**src/rtl/kbr_pkg.sv**
```systemverilog
// ----------------------------------------------------------------------------
// kbr_pkg
// Shared types, key codes and the virtual-key to HID usage map for the boot
// keyboard report builder.
// ----------------------------------------------------------------------------
`default_nettype none

package kbr_pkg;

	// slots carried in one boot report
	localparam int REPORT_SLOTS = 6;

	// modifier virtual-key codes
	localparam logic [7:0] VK_LCTRL   = 8'hA2;
	localparam logic [7:0] VK_SHIFT_L = 8'hA0;
	localparam logic [7:0] VK_LALT    = 8'hA4;
	localparam logic [7:0] VK_LWIN    = 8'h5B;
	localparam logic [7:0] VK_RCTRL   = 8'hA3;
	localparam logic [7:0] VK_SHIFT_R = 8'hA1;
	localparam logic [7:0] VK_RALT    = 8'hA5;
	localparam logic [7:0] VK_RWIN    = 8'h5C;

	// bases of the contiguous ranges of the usage map
	localparam logic [7:0] VK_A      = 8'h41;
	localparam logic [7:0] VK_Z      = 8'h5A;
	localparam logic [7:0] VK_0      = 8'h30;
	localparam logic [7:0] VK_1      = 8'h31;
	localparam logic [7:0] VK_9      = 8'h39;
	localparam logic [7:0] VK_NUM0   = 8'h60;
	localparam logic [7:0] VK_NUM1   = 8'h61;
	localparam logic [7:0] VK_NUM9   = 8'h69;
	localparam logic [7:0] VK_F1     = 8'h70;
	localparam logic [7:0] VK_F12    = 8'h7B;
	localparam logic [7:0] VK_F13    = 8'h7C;
	localparam logic [7:0] VK_F24    = 8'h87;

	localparam logic [7:0] USAGE_NONE = 8'h00;
	localparam logic [7:0] USAGE_A    = 8'h04;
	localparam logic [7:0] USAGE_0    = 8'h27;
	localparam logic [7:0] USAGE_1    = 8'h1E;
	localparam logic [7:0] USAGE_KP0  = 8'h62;
	localparam logic [7:0] USAGE_KP1  = 8'h59;
	localparam logic [7:0] USAGE_F1   = 8'h3A;
	localparam logic [7:0] USAGE_F13  = 8'h68;

	// one decoded key event
	typedef struct packed {
		logic       is_mod;
		logic [7:0] mod_mask;
		logic [7:0] usage;
		logic       key_up;
	} kbr_event_t;

	// one-hot modifier bit for a modifier code, zero for anything else
	function automatic logic [7:0] mod_mask_of(input logic [7:0] vk);
		logic [7:0] m;
		m = 8'h00;
		case (vk)
			VK_LCTRL:   m = 8'h01;
			VK_SHIFT_L: m = 8'h02;
			VK_LALT:    m = 8'h04;
			VK_LWIN:    m = 8'h08;
			VK_RCTRL:   m = 8'h10;
			VK_SHIFT_R: m = 8'h20;
			VK_RALT:    m = 8'h40;
			VK_RWIN:    m = 8'h80;
			default:    m = 8'h00;
		endcase
		return m;
	endfunction

	// virtual-key code to HID usage; unmapped codes give no usage
	function automatic logic [7:0] usage_of(input logic [7:0] vk);
		logic [7:0] u;
		u = USAGE_NONE;
		if (vk >= VK_A && vk <= VK_Z) begin
			u = USAGE_A + (vk - VK_A);
		end else if (vk == VK_0) begin
			u = USAGE_0;
		end else if (vk >= VK_1 && vk <= VK_9) begin
			u = USAGE_1 + (vk - VK_1);
		end else if (vk == VK_NUM0) begin
			u = USAGE_KP0;
		end else if (vk >= VK_NUM1 && vk <= VK_NUM9) begin
			u = USAGE_KP1 + (vk - VK_NUM1);
		end else if (vk >= VK_F1 && vk <= VK_F12) begin
			u = USAGE_F1 + (vk - VK_F1);
		end else if (vk >= VK_F13 && vk <= VK_F24) begin
			u = USAGE_F13 + (vk - VK_F13);
		end else begin
			case (vk)
				8'h03:   u = 8'h9B;
				8'h08:   u = 8'h2A;
				8'h09:   u = 8'h2B;
				8'h0D:   u = 8'h28;
				8'h13:   u = 8'h48;
				8'h14:   u = 8'h39;
				8'h1B:   u = 8'h29;
				8'h20:   u = 8'h2C;
				8'h21:   u = 8'h4B;
				8'h22:   u = 8'h4E;
				8'h23:   u = 8'h4D;
				8'h24:   u = 8'h4A;
				8'h25:   u = 8'h50;
				8'h26:   u = 8'h52;
				8'h27:   u = 8'h4F;
				8'h28:   u = 8'h51;
				8'h2C:   u = 8'h46;
				8'h2D:   u = 8'h49;
				8'h2E:   u = 8'h4C;
				8'h5B:   u = 8'hE3;
				8'h5C:   u = 8'hE7;
				8'h5D:   u = 8'h65;
				8'h6A:   u = 8'h55;
				8'h6B:   u = 8'h57;
				8'h6D:   u = 8'h56;
				8'h6E:   u = 8'h63;
				8'h6F:   u = 8'h54;
				8'h90:   u = 8'h53;
				8'h91:   u = 8'h47;
				8'hA0:   u = 8'hE1;
				8'hA1:   u = 8'hE5;
				8'hA2:   u = 8'hE0;
				8'hA3:   u = 8'hE4;
				8'hA4:   u = 8'hE2;
				8'hA5:   u = 8'hE6;
				8'hBA:   u = 8'h33;
				8'hBB:   u = 8'h2E;
				8'hBC:   u = 8'h36;
				8'hBD:   u = 8'h2D;
				8'hBE:   u = 8'h37;
				8'hBF:   u = 8'h38;
				8'hC0:   u = 8'h35;
				8'hDB:   u = 8'h2F;
				8'hDC:   u = 8'h31;
				8'hDD:   u = 8'h30;
				8'hDE:   u = 8'h34;
				8'hE2:   u = 8'h64;
				default: u = USAGE_NONE;
			endcase
		end
		return u;
	endfunction

endpackage

`default_nettype wire

```
**src/rtl/kbr_if.sv**
```systemverilog
// ----------------------------------------------------------------------------
// kbr_event_if / kbr_report_if
// Valid/ready channels for key events in and boot reports out.
// ----------------------------------------------------------------------------
`default_nettype none

interface kbr_event_if;
	logic       valid;
	logic       ready;
	logic [7:0] virtual_key;
	logic       key_up;

	modport source (output valid, output virtual_key, output key_up, input ready);
	modport sink   (input valid, input virtual_key, input key_up, output ready);
endinterface

interface kbr_report_if;
	logic       valid;
	logic       ready;
	logic [7:0] modifiers;
	logic [7:0] slot_zero;
	logic [7:0] slot_one;
	logic [7:0] slot_two;
	logic [7:0] slot_three;
	logic [7:0] slot_four;
	logic [7:0] slot_five;

	modport source (
		output valid, output modifiers,
		output slot_zero, output slot_one, output slot_two,
		output slot_three, output slot_four, output slot_five,
		input ready
	);
	modport sink (
		input valid, input modifiers,
		input slot_zero, input slot_one, input slot_two,
		input slot_three, input slot_four, input slot_five,
		output ready
	);
endinterface

`default_nettype wire

```
**src/rtl/keyboard_boot_report_builder_unit.sv**
```systemverilog
// ----------------------------------------------------------------------------
// keyboard_boot_report_builder_unit
// Builds a USB HID boot keyboard report from virtual-key press/release events.
// ----------------------------------------------------------------------------
// One report comes out for every key event taken in: the event is registered,
// then decoded, applied to the kept modifier byte and KEY_SLOTS key slots, and
// the resulting report is registered. A new event can be taken every cycle
// while the report register is empty or being drained; the slot search and
// table lookup sit in the single stage between the event register and the
// report register. While a report waits on the output, one more event is
// held in the event register before ready drops. Slots and modifiers are
// cleared by reset; reported slots past KEY_SLOTS read zero.
`default_nettype none

module keyboard_boot_report_builder_unit
	import kbr_pkg::*;
#(
	parameter int KEY_SLOTS = 6
)(
	input  logic          clk,
	input  logic          arst_n,
	kbr_event_if.sink     evt,
	kbr_report_if.source  rpt
);

	logic       valid_s1;
	logic [7:0] vk_s1;
	logic       up_s1;
	logic       adv;

	kbr_event_t ev;
	logic [7:0] mods_d;
	logic [7:0] slots_d  [KEY_SLOTS];
	logic [7:0] rep_slot [REPORT_SLOTS];

	logic       rpt_valid_q;
	logic [7:0] mods_q;
	logic [7:0] rep_q [REPORT_SLOTS];

	// stage moves when the report register is empty or being drained
	assign adv       = valid_s1 && (!rpt_valid_q || rpt.ready);
	assign evt.ready = !valid_s1 || adv;

	// event register
	always_ff @(posedge clk or negedge arst_n) begin
		if (!arst_n) begin
			valid_s1 <= 1'b0;
		end else if (evt.ready) begin
			valid_s1 <= evt.valid;
		end
	end

	always_ff @(posedge clk) begin
		if (evt.valid && evt.ready) begin
			vk_s1 <= evt.virtual_key;
			up_s1 <= evt.key_up;
		end
	end

	kbr_decode u_decode (
		.virtual_key (vk_s1),
		.key_up      (up_s1),
		.ev          (ev)
	);

	kbr_state #(
		.KEY_SLOTS (KEY_SLOTS)
	) u_state (
		.clk     (clk),
		.arst_n  (arst_n),
		.upd     (adv),
		.ev      (ev),
		.mods_d  (mods_d),
		.slots_d (slots_d)
	);

	// map kept slots onto the six report slots
	for (genvar g = 0; g < REPORT_SLOTS; g++) begin : g_rep
		if (g < KEY_SLOTS) begin : g_kept
			assign rep_slot[g] = slots_d[g];
		end else begin : g_absent
			assign rep_slot[g] = USAGE_NONE;
		end
	end

	// report register
	always_ff @(posedge clk or negedge arst_n) begin
		if (!arst_n) begin
			rpt_valid_q <= 1'b0;
		end else if (adv) begin
			rpt_valid_q <= 1'b1;
		end else if (rpt.ready) begin
			rpt_valid_q <= 1'b0;
		end
	end

	always_ff @(posedge clk) begin
		if (adv) begin
			mods_q <= mods_d;
			for (int i = 0; i < REPORT_SLOTS; i++) begin
				rep_q[i] <= rep_slot[i];
			end
		end
	end

	assign rpt.valid      = rpt_valid_q;
	assign rpt.modifiers  = mods_q;
	assign rpt.slot_zero  = rep_q[0];
	assign rpt.slot_one   = rep_q[1];
	assign rpt.slot_two   = rep_q[2];
	assign rpt.slot_three = rep_q[3];
	assign rpt.slot_four  = rep_q[4];
	assign rpt.slot_five  = rep_q[5];

endmodule

`default_nettype wire

```
**src/rtl/kbr_decode.sv**
```systemverilog
// ----------------------------------------------------------------------------
// kbr_decode
// Classifies a registered key event as modifier or key and looks up its
// HID usage.
// ----------------------------------------------------------------------------
`default_nettype none

module kbr_decode
	import kbr_pkg::*;
(
	input  logic [7:0] virtual_key,
	input  logic       key_up,
	output kbr_event_t ev
);

	logic [7:0] mask;

	// modifier bit wins over the usage path
	assign mask        = mod_mask_of(virtual_key);
	assign ev.is_mod   = |mask;
	assign ev.mod_mask = mask;
	assign ev.usage    = usage_of(virtual_key);
	assign ev.key_up   = key_up;

endmodule

`default_nettype wire

```
**src/rtl/kbr_state.sv**
```systemverilog
// ----------------------------------------------------------------------------
// kbr_state
// Kept modifier byte and key slots, with the first-match slot search and
// the next-state values that go into the report.
// ----------------------------------------------------------------------------
`default_nettype none

module kbr_state
	import kbr_pkg::*;
#(
	parameter int KEY_SLOTS = 6
)(
	input  logic       clk,
	input  logic       arst_n,
	input  logic       upd,
	input  kbr_event_t ev,
	output logic [7:0] mods_d,
	output logic [7:0] slots_d [KEY_SLOTS]
);

	logic [7:0] mods_q;
	logic [7:0] slots_q [KEY_SLOTS];
	logic [7:0] match;
	logic [7:0] put;
	logic       found;

	// modifier byte: set on press, clear on release
	always_comb begin
		mods_d = mods_q;
		if (upd && ev.is_mod) begin
			mods_d = ev.key_up ? (mods_q & ~ev.mod_mask) : (mods_q | ev.mod_mask);
		end
	end

	// press looks for an empty slot, release for the usage; first hit only
	assign match = ev.key_up ? ev.usage : USAGE_NONE;
	assign put   = ev.key_up ? USAGE_NONE : ev.usage;

	always_comb begin
		found = 1'b0;
		for (int i = 0; i < KEY_SLOTS; i++) begin
			slots_d[i] = slots_q[i];
		end
		if (upd && !ev.is_mod) begin
			for (int i = 0; i < KEY_SLOTS; i++) begin
				if (!found && slots_q[i] == match) begin
					slots_d[i] = put;
					found      = 1'b1;
				end
			end
		end
	end

	always_ff @(posedge clk or negedge arst_n) begin
		if (!arst_n) begin
			mods_q <= 8'h00;
			for (int i = 0; i < KEY_SLOTS; i++) begin
				slots_q[i] <= USAGE_NONE;
			end
		end else begin
			mods_q <= mods_d;
			for (int i = 0; i < KEY_SLOTS; i++) begin
				slots_q[i] <= slots_d[i];
			end
		end
	end

endmodule

`default_nettype wire

```
**src/flat_wrapper.sv**
```systemverilog
// flat-port wrapper written by rule: the top's interface ports become plain ports
module keyboard_boot_report_builder_unit_flat import kbr_pkg::*;
#(
	parameter int KEY_SLOTS = 6
)
  (clk, arst_n, evt_valid, evt_virtual_key, evt_key_up, evt_ready, rpt_valid, rpt_modifiers, rpt_slot_zero, rpt_slot_one, rpt_slot_two, rpt_slot_three, rpt_slot_four, rpt_slot_five, rpt_ready);
  kbr_event_if evt_i ();
  kbr_report_if rpt_i ();
  input  logic clk;
  input  logic arst_n;
  input wire logic [$bits(evt_i.valid)-1:0] evt_valid;
  input wire logic [$bits(evt_i.virtual_key)-1:0] evt_virtual_key;
  input wire logic [$bits(evt_i.key_up)-1:0] evt_key_up;
  output wire logic [$bits(evt_i.ready)-1:0] evt_ready;
  output wire logic [$bits(rpt_i.valid)-1:0] rpt_valid;
  output wire logic [$bits(rpt_i.modifiers)-1:0] rpt_modifiers;
  output wire logic [$bits(rpt_i.slot_zero)-1:0] rpt_slot_zero;
  output wire logic [$bits(rpt_i.slot_one)-1:0] rpt_slot_one;
  output wire logic [$bits(rpt_i.slot_two)-1:0] rpt_slot_two;
  output wire logic [$bits(rpt_i.slot_three)-1:0] rpt_slot_three;
  output wire logic [$bits(rpt_i.slot_four)-1:0] rpt_slot_four;
  output wire logic [$bits(rpt_i.slot_five)-1:0] rpt_slot_five;
  input wire logic [$bits(rpt_i.ready)-1:0] rpt_ready;
  assign evt_i.valid = evt_valid;
  assign evt_i.virtual_key = evt_virtual_key;
  assign evt_i.key_up = evt_key_up;
  assign evt_ready = evt_i.ready;
  assign rpt_valid = rpt_i.valid;
  assign rpt_modifiers = rpt_i.modifiers;
  assign rpt_slot_zero = rpt_i.slot_zero;
  assign rpt_slot_one = rpt_i.slot_one;
  assign rpt_slot_two = rpt_i.slot_two;
  assign rpt_slot_three = rpt_i.slot_three;
  assign rpt_slot_four = rpt_i.slot_four;
  assign rpt_slot_five = rpt_i.slot_five;
  assign rpt_i.ready = rpt_ready;
  keyboard_boot_report_builder_unit #(.KEY_SLOTS(KEY_SLOTS)) u_core (.clk(clk), .arst_n(arst_n), .evt(evt_i), .rpt(rpt_i));
endmodule
```
**config.mk**
```make
export PLATFORM = sky130hd
export DESIGN_NAME = keyboard_boot_report_builder_unit_flat
export DESIGN_NICKNAME = d
export VERILOG_FILES = /design/src/rtl/kbr_pkg.sv /design/src/rtl/kbr_if.sv /design/src/rtl/keyboard_boot_report_builder_unit.sv /design/src/rtl/kbr_decode.sv /design/src/rtl/kbr_state.sv /design/src/flat_wrapper.sv
export SDC_FILE = /design/constraint.sdc
export NUM_CORES = 1
export LEC_CHECK = 0
export BUFFER_PORTS_ARGS = -buffer_cell sky130_fd_sc_hd__buf_2
export CORE_AREA = 3 3 125 127
export DETAILED_ROUTE_END_ITERATION = 8
export DIE_AREA = 0 0 128 130
export MAX_ROUTING_LAYER = met4
export PLACE_DENSITY = 0.74
export SLEW_MARGIN = 20
export SYNTH_ARGS = -nofsm -noshare
export SYNTH_HDL_FRONTEND = slang
export SYNTH_SLANG_ARGS = --single-unit
```
**constraint.sdc**
```tcl
create_clock -name clk -period 6 [get_ports clk]
set_clock_uncertainty 0.15 [all_clocks]
set_input_delay 0.6 -clock clk [delete_from_list [all_inputs] [get_ports clk]]
set_output_delay 0.6 -clock clk [all_outputs]
set_load 0.01 [all_outputs]
```
==> results of run 1 <==
-- final timing paths --
path	slack, ps	depth (start not counted)	end	start
setup reg to reg	440	16	u_core.rep_q[3][1]	u_core.vk_s1[3]
max in group asynchronous	5010	2	u_core.u_state.slots_q[29]	arst_n
min in group clk	200	1	u_core.vk_s1[5]	evt_virtual_key[5]
hold / removal	190	2	u_core.u_state.slots_q[19]	arst_n
hold reg to reg	340	2	u_core.u_state.mods_q[5]	u_core.u_state.mods_q[5]
setup / recovery	440	16	u_core.rep_q[3][1]	u_core.vk_s1[3]
-- stage by stage --
step | hold slack, ps | util, % | total power [mW]
5_1_grt | 197 | 61.0 | 3.43
6_report | 194 | 61.0 | 3.30
4_1_cts | 188 | 60.9 | 3.29
2_1_floorplan | 154 | - | 1.84
3_5_place_dp | 327 | 56.7 | 2.21
3_3_place_gp | 314 | 56.7 | 2.19
-- critical path, cell delays in order (launching register included) --
cell and delay, ps:
edfxtp_1 630, inv_1 220, ha_1 250, and3b_1 240, buf_4 170, or2_1 280
or4_1 540, a21oi_2 240, a221oi_2 110, buf_4 240, a221oi_2 270, o31ai_1 100
a211o_1 250, or4_4 500, or4b_1 580, buf_4 210, mux2_4 310
-- report_power, final --
group	internal (mW)	switching, mW
clock network	0.662	0.392
logic	0.432	0.516
registers	1.13	0.165
-- sequential cells by signal, summed over array words and instances (netlist names) --
name	count
u_core.valid_s1	1
u_core.rep_q	48
u_core.rpt.modifiers	8
u_core.rpt.valid	1
u_core.vk_s1	8
u_core.up_s1	1
u_core.u_state.mods_q	8
u_core.u_state.slots_q	48
-- layer usage --
| layer | wire length, um | track usage, % |
|---|---|---|
| met1 | 9730 | 39.0 |
| met2 | 10700 | 44.9 |
| met3 | 1890 | 4.13 |
| met4 | 565 | 9.30 |
| met5 | 0 | - |
-- area by class of cell --
| class | instances | area [sq um] |
|---|---|---|
| clock buffers | 18 | 429 |
| inverters | 12 | 45.0 |
| flip-flops and latches | 123 | 3400 |
| clock inverters | 14 | 181 |
| multi-input cells | 503 | 3700 |
| repair buffers | 130 | 876 |
| fillers | 1183 | 5670 |
| well taps | 184 | 230 |
-- cell families (layout without fill, tap and decap cells) --
kind of cell | after synthesis | after routing
compound gates | 158 | 158
xor+xnor | 39 | 39
fa+ha+maj | 19 | 19
buf+inv | 46 | 174
flops | 123 | 123
mux | 52 | 52
simple gates | 235 | 235
-- cells in the final DEF (no fill, tap or decap), types with 7 or more instances in the layout --
cell type	synthesis	layout
buf_4	4	54
xnor2_1	23	23
nor3_1	19	19
nand3_1	23	23
mux2_4	8	8
nor2_1	41	41
edfxtp_1	65	65
o22ai_1	16	16
buf_2	8	70
nand4_1	13	13
o21ai_0	22	22
clkbuf_16	0	17
dfrtp_1	58	58
and2_1	10	9
inv_1	9	9
nor4_1	17	17
mux2_2	41	41
nand2_1	43	43
a21oi_1	33	33
xor2_1	16	16
ha_1	19	19
nand3b_1	10	10
inv_6	0	7
==> metrics.yaml, run 1 <==
initial_core_util_pct: 50.6
synthCells: 672
cts_tree: "yes"
arrival_ps: 5570
yosys_warnings: 0
antenna_found_initial: 0
synth_edf_count: 65
min_path_type: "input pin to asynchronous set/reset pin"
htree_levels: 4
cts_inserted_buffers: 17
cp.required_ps: 6010
clock_latency_ps: 420
cts_resized: 0
placementRows: 44
maxClockFrequency_mhz: 180
path_clk_slew_ps: 60
overflow: 0
final_max_slew_viol_count: 0
clk_path_buf_depth: 2
wirelength_um: 22900
min_period_ps: 5560
synth_simple_gate_area_share_pct: 18.4
synth_top_cell_area_share_pct: 26.5
path_class: "flop to flop"
ys_top_cells_by_count: "65 x edfxtp_1, 58 x dfrtp_1, 43 x nand2_1"
synth-compound-area-share_pct: 15.6
num_antenna_cells: 0
dieWidth_um: 128
syn_avg_cell_area_sq_um: 10.9
ir_drop_uv: 290
drc: 0
synthAdderAreaFrac_pct: 3.23
dp_hpwl_um: 16600
cts.sinks: 123
synth_mux_area_share_pct: 8.32
synth_top_cell_by_area: "edfxtp_1"
cp-start-kind: "flop"
fin_tns_setup_ps: 0
ys.flop_type: "edfxtp_1"
finalSetupViolations: 0
gp_congestion: 0.977
grt_pass1_wl_um: 35700
setup_ws_ps: 445
p_per_area_nw_per_um2: 372
io_pins: 71
cts_hold_buf: 0
endpoint_kind: "flop"
final_hold_viol_count: 0
dieArea_sq_um: 16600
dr.first_iter.drc_count: 768
syn_to_final_growth_pct: 20.5
syn-num-nets: 704
via_per_inst: 6.46
max-slew-margin-rel_pct: 29.0
worst_pin_slew_ps: 1060
pre_cts_ws_ps: 439
die_y_um: 130
track_usage_pct: 28.7
yosysSeqAreaShare_pct: 46.3
drive_gt1_share_pct: 29.4
period_share_pct: 92.6
critPathMaxFanout: 12
wire_per_inst_um: 23.2
dp.cells: 951
synth_most_common_cell: "edfxtp_1"
synth_xor_area_share_pct: 4.64
netlist_top_cells_area: "edfxtp_1 27%, dfrtp_1 20%, mux2_2 6.3%"
fin_cells: 984
ys_ff_latch: 123
clockRootBuffer: "clkbuf_16"
status: "finished, final reports clean"
post_cts_buffers: 0
core_area_sq_um: 14500
ys_types: 87
nNetsFinal: 819
p_leak_nw: 3.60
syn_area_sq_um: 7360
grt_pass1_vias: 6249
first_pass_iters: 6
ys_async_sr_fraction_pct: 47.2
final_area_sq_um: 8860
maxCapViolations: 0
num_vias: 6355
portBuffers: 70
grt_max_degree: 61
ant_nets: 0
synth_top_family_by_area: "simple AND/OR/NAND/NOR gates"
rsz0062_at_grt: "false"
dpl_cell_area_sq_um: 8240
Power figures use the tool's default switching activity.
==> run 2: changes to the inputs <==
--- a/config.mk
+++ b/config.mk
@@ -5,7 +5,7 @@
 export SDC_FILE = /design/constraint.sdc
 export NUM_CORES = 1
 export LEC_CHECK = 0
-export BUFFER_PORTS_ARGS = -buffer_cell sky130_fd_sc_hd__buf_2
+export BUFFER_PORTS_ARGS = -buffer_cell sky130_fd_sc_hd__clkbuf_2
 export CORE_AREA = 3 3 125 127
 export DETAILED_ROUTE_END_ITERATION = 8
 export DIE_AREA = 0 0 128 130
==> run 2 against run 1 <==
  * Cell count is 1.3% lower
  * Clock power is 7% lower
  * First-iteration DRC count is 14% lower
  * Die area stayed put
  * Worst setup slack better by 110 ps
  * Via count is 1.4% lower
  * Routed wire length is 2.7% lower
  * Core utilization is 1.1 points lower
  * Largest cell class unchanged
  * Largest power group unchanged
==> metrics.yaml, run 2 (synthesis gave the netlist of run 1 again) <==
io_pins: 71
grt_max_degree: 61
wire_per_inst_um: 22.9
cp-start-kind: "flop"
dpl_cell_area_sq_um: 8120
reg2reg_slack_ps: 550
critical_path.startpoint: "u_core.vk_s1[3]"
drive_gt1_share_pct: 28.3
initial_core_util_pct: 50.6
cts.sinks: 123
dieArea_sq_um: 16600
final_hold_viol_count: 0
min_path_type: "input pin to asynchronous set/reset pin"
pwr-share-comb_pct: 28.9
status: "finished, final reports clean"
portBuffers: 70
htree_levels: 4
drc: 0
via_per_inst: 6.45
rsz0062_at_grt: "false"
path_clk_slew_ps: 60
wirelength_um: 22200
clk_path_buf_depth: 2
p_leak_nw: 3.50
seqPwrFrac_pct: 40.6
timing.rr.end: "u_core.rep_q[3][0]"
endpoint_kind: "flop"
power_frac_clock_pct: 30.5
p_int_mw: 2.14
cts_tree: "yes"
final_max_slew_viol_count: 0
post_cts_buffers: 0
max-slew-margin-rel_pct: 26.2
num_antenna_cells: 0
period_share_pct: 90.8
finalSetupViolations: 0
core_area_sq_um: 14500
first_pass_iters: 5
switching_share_pct: 32.8
num_vias: 6267
grt_pass1_wl_um: 35000
critPathMaxFanout: 12
maxClockFrequency_mhz: 184
total_power_mw: 3.19
min_period_ps: 5450
cts_resized: 0
p_per_area_nw_per_um2: 366
ant_nets: 0
clockRootBuffer: "clkbuf_16"
nNetsFinal: 806
clock_latency_ps: 420
final_area_sq_um: 8700
rr_worst_depth: 13
p_sw_mw: 1.05
layout_commonest_cell: "clkbuf_2"
dr.first_iter.drc_count: 662
maxCapViolations: 0
n_fill_cell: 1205
path_class: "flop to flop"
track_usage_pct: 28.0
worst_pin_slew_ps: 1100
largestRegisters: "u_core.rep_q (48), u_core.u_state.slots_q (48)"
cp.required_ps: 6010
dieWidth_um: 128
cts_hold_buf: 0
postLayoutCoreUtil_pct: 59.9
ir_drop_uv: 226
arrival_ps: 5460
crit_end: "u_core.rep_q[3][0]"
overflow: 0
grt_pass1_vias: 6163
syn_to_final_growth_pct: 18.3
dp_hpwl_um: 16200
reg2reg_from: "u_core.vk_s1[3]"
placementRows: 44
final_cell_mix: "70 x clkbuf_2, 65 x edfxtp_1, 58 x dfrtp_1"
gp_congestion: 1.01
cts_inserted_buffers: 17
antenna_found_initial: 0
die_y_um: 130
fin_tns_setup_ps: 0
[run 2: layout make-up]
type	count	area, sq um	share of cell area (%)
Multi-Input combinational cell	503	3700	42.5
Sequential cell	123	3400	39.1
Timing Repair Buffer	117	753	8.66
Clock buffer	19	453	5.20
Tap cell	184	230	2.65
Clock inverter	13	120	1.38
Inverter	12	45.0	0.518
[run 2: worst min-delay path by stage]
stage,cells past startpoint,slack (ps),to
6_report,2,190,u_core.u_state.slots_q[11]
5_1_grt,1,190,u_core.vk_s1[0]
4_1_cts,1,190,u_core.vk_s1[6]
3_5_place_dp,1,330,u_core.rpt.valid
3_3_place_gp,2,320,u_core.u_state.mods_q[4]
2_1_floorplan,0,150,u_core.rpt.valid
[run 2: per-layer routing]
layer	vias up	global-route usage, %	share of wire (%)
met2	338	42.1	46
met3	58	5.40	8.1
li1	2818	-	-
met1	3053	38.2	43
met4	0	9.93	2.3
met5	-	-	0
[run 2: critical path, cell delays in order, from the launching register on]
cell and delay [ps]:
edfxtp_1 630, ha_1 520, nand2_1 270, o21ai_1 490, a21oi_1 200, a221o_1 410, a32oi_2 390, nand2_1 220
xnor2_1 220, a21boi_0 120, or4_4 550, or4b_1 510, buf_4 190, mux2_4 300
[run 2: power groups by stage]
stage / clock network (mW) / registers, mW / logic, mW
6_report: 0.972 / 1.29 / 0.921
4_1_cts: 0.987 / 1.29 / 0.904
5_1_grt: 1.02 / 1.31 / 0.992
3_3_place_gp: 0 / 1.29 / 0.882
2_1_floorplan: 0 / 1.29 / 0.557
3_5_place_dp: 0 / 1.30 / 0.898
[run 2: per-stage QoR]
stage               setup slack (ps)  hold slack (ps)  std cells
floorplan                       1150              154        672
detailed placement               541              325        938
finish                           551              187        971
CTS                              536              189        970
global placement                 595              318        938
global route                     306              192        971
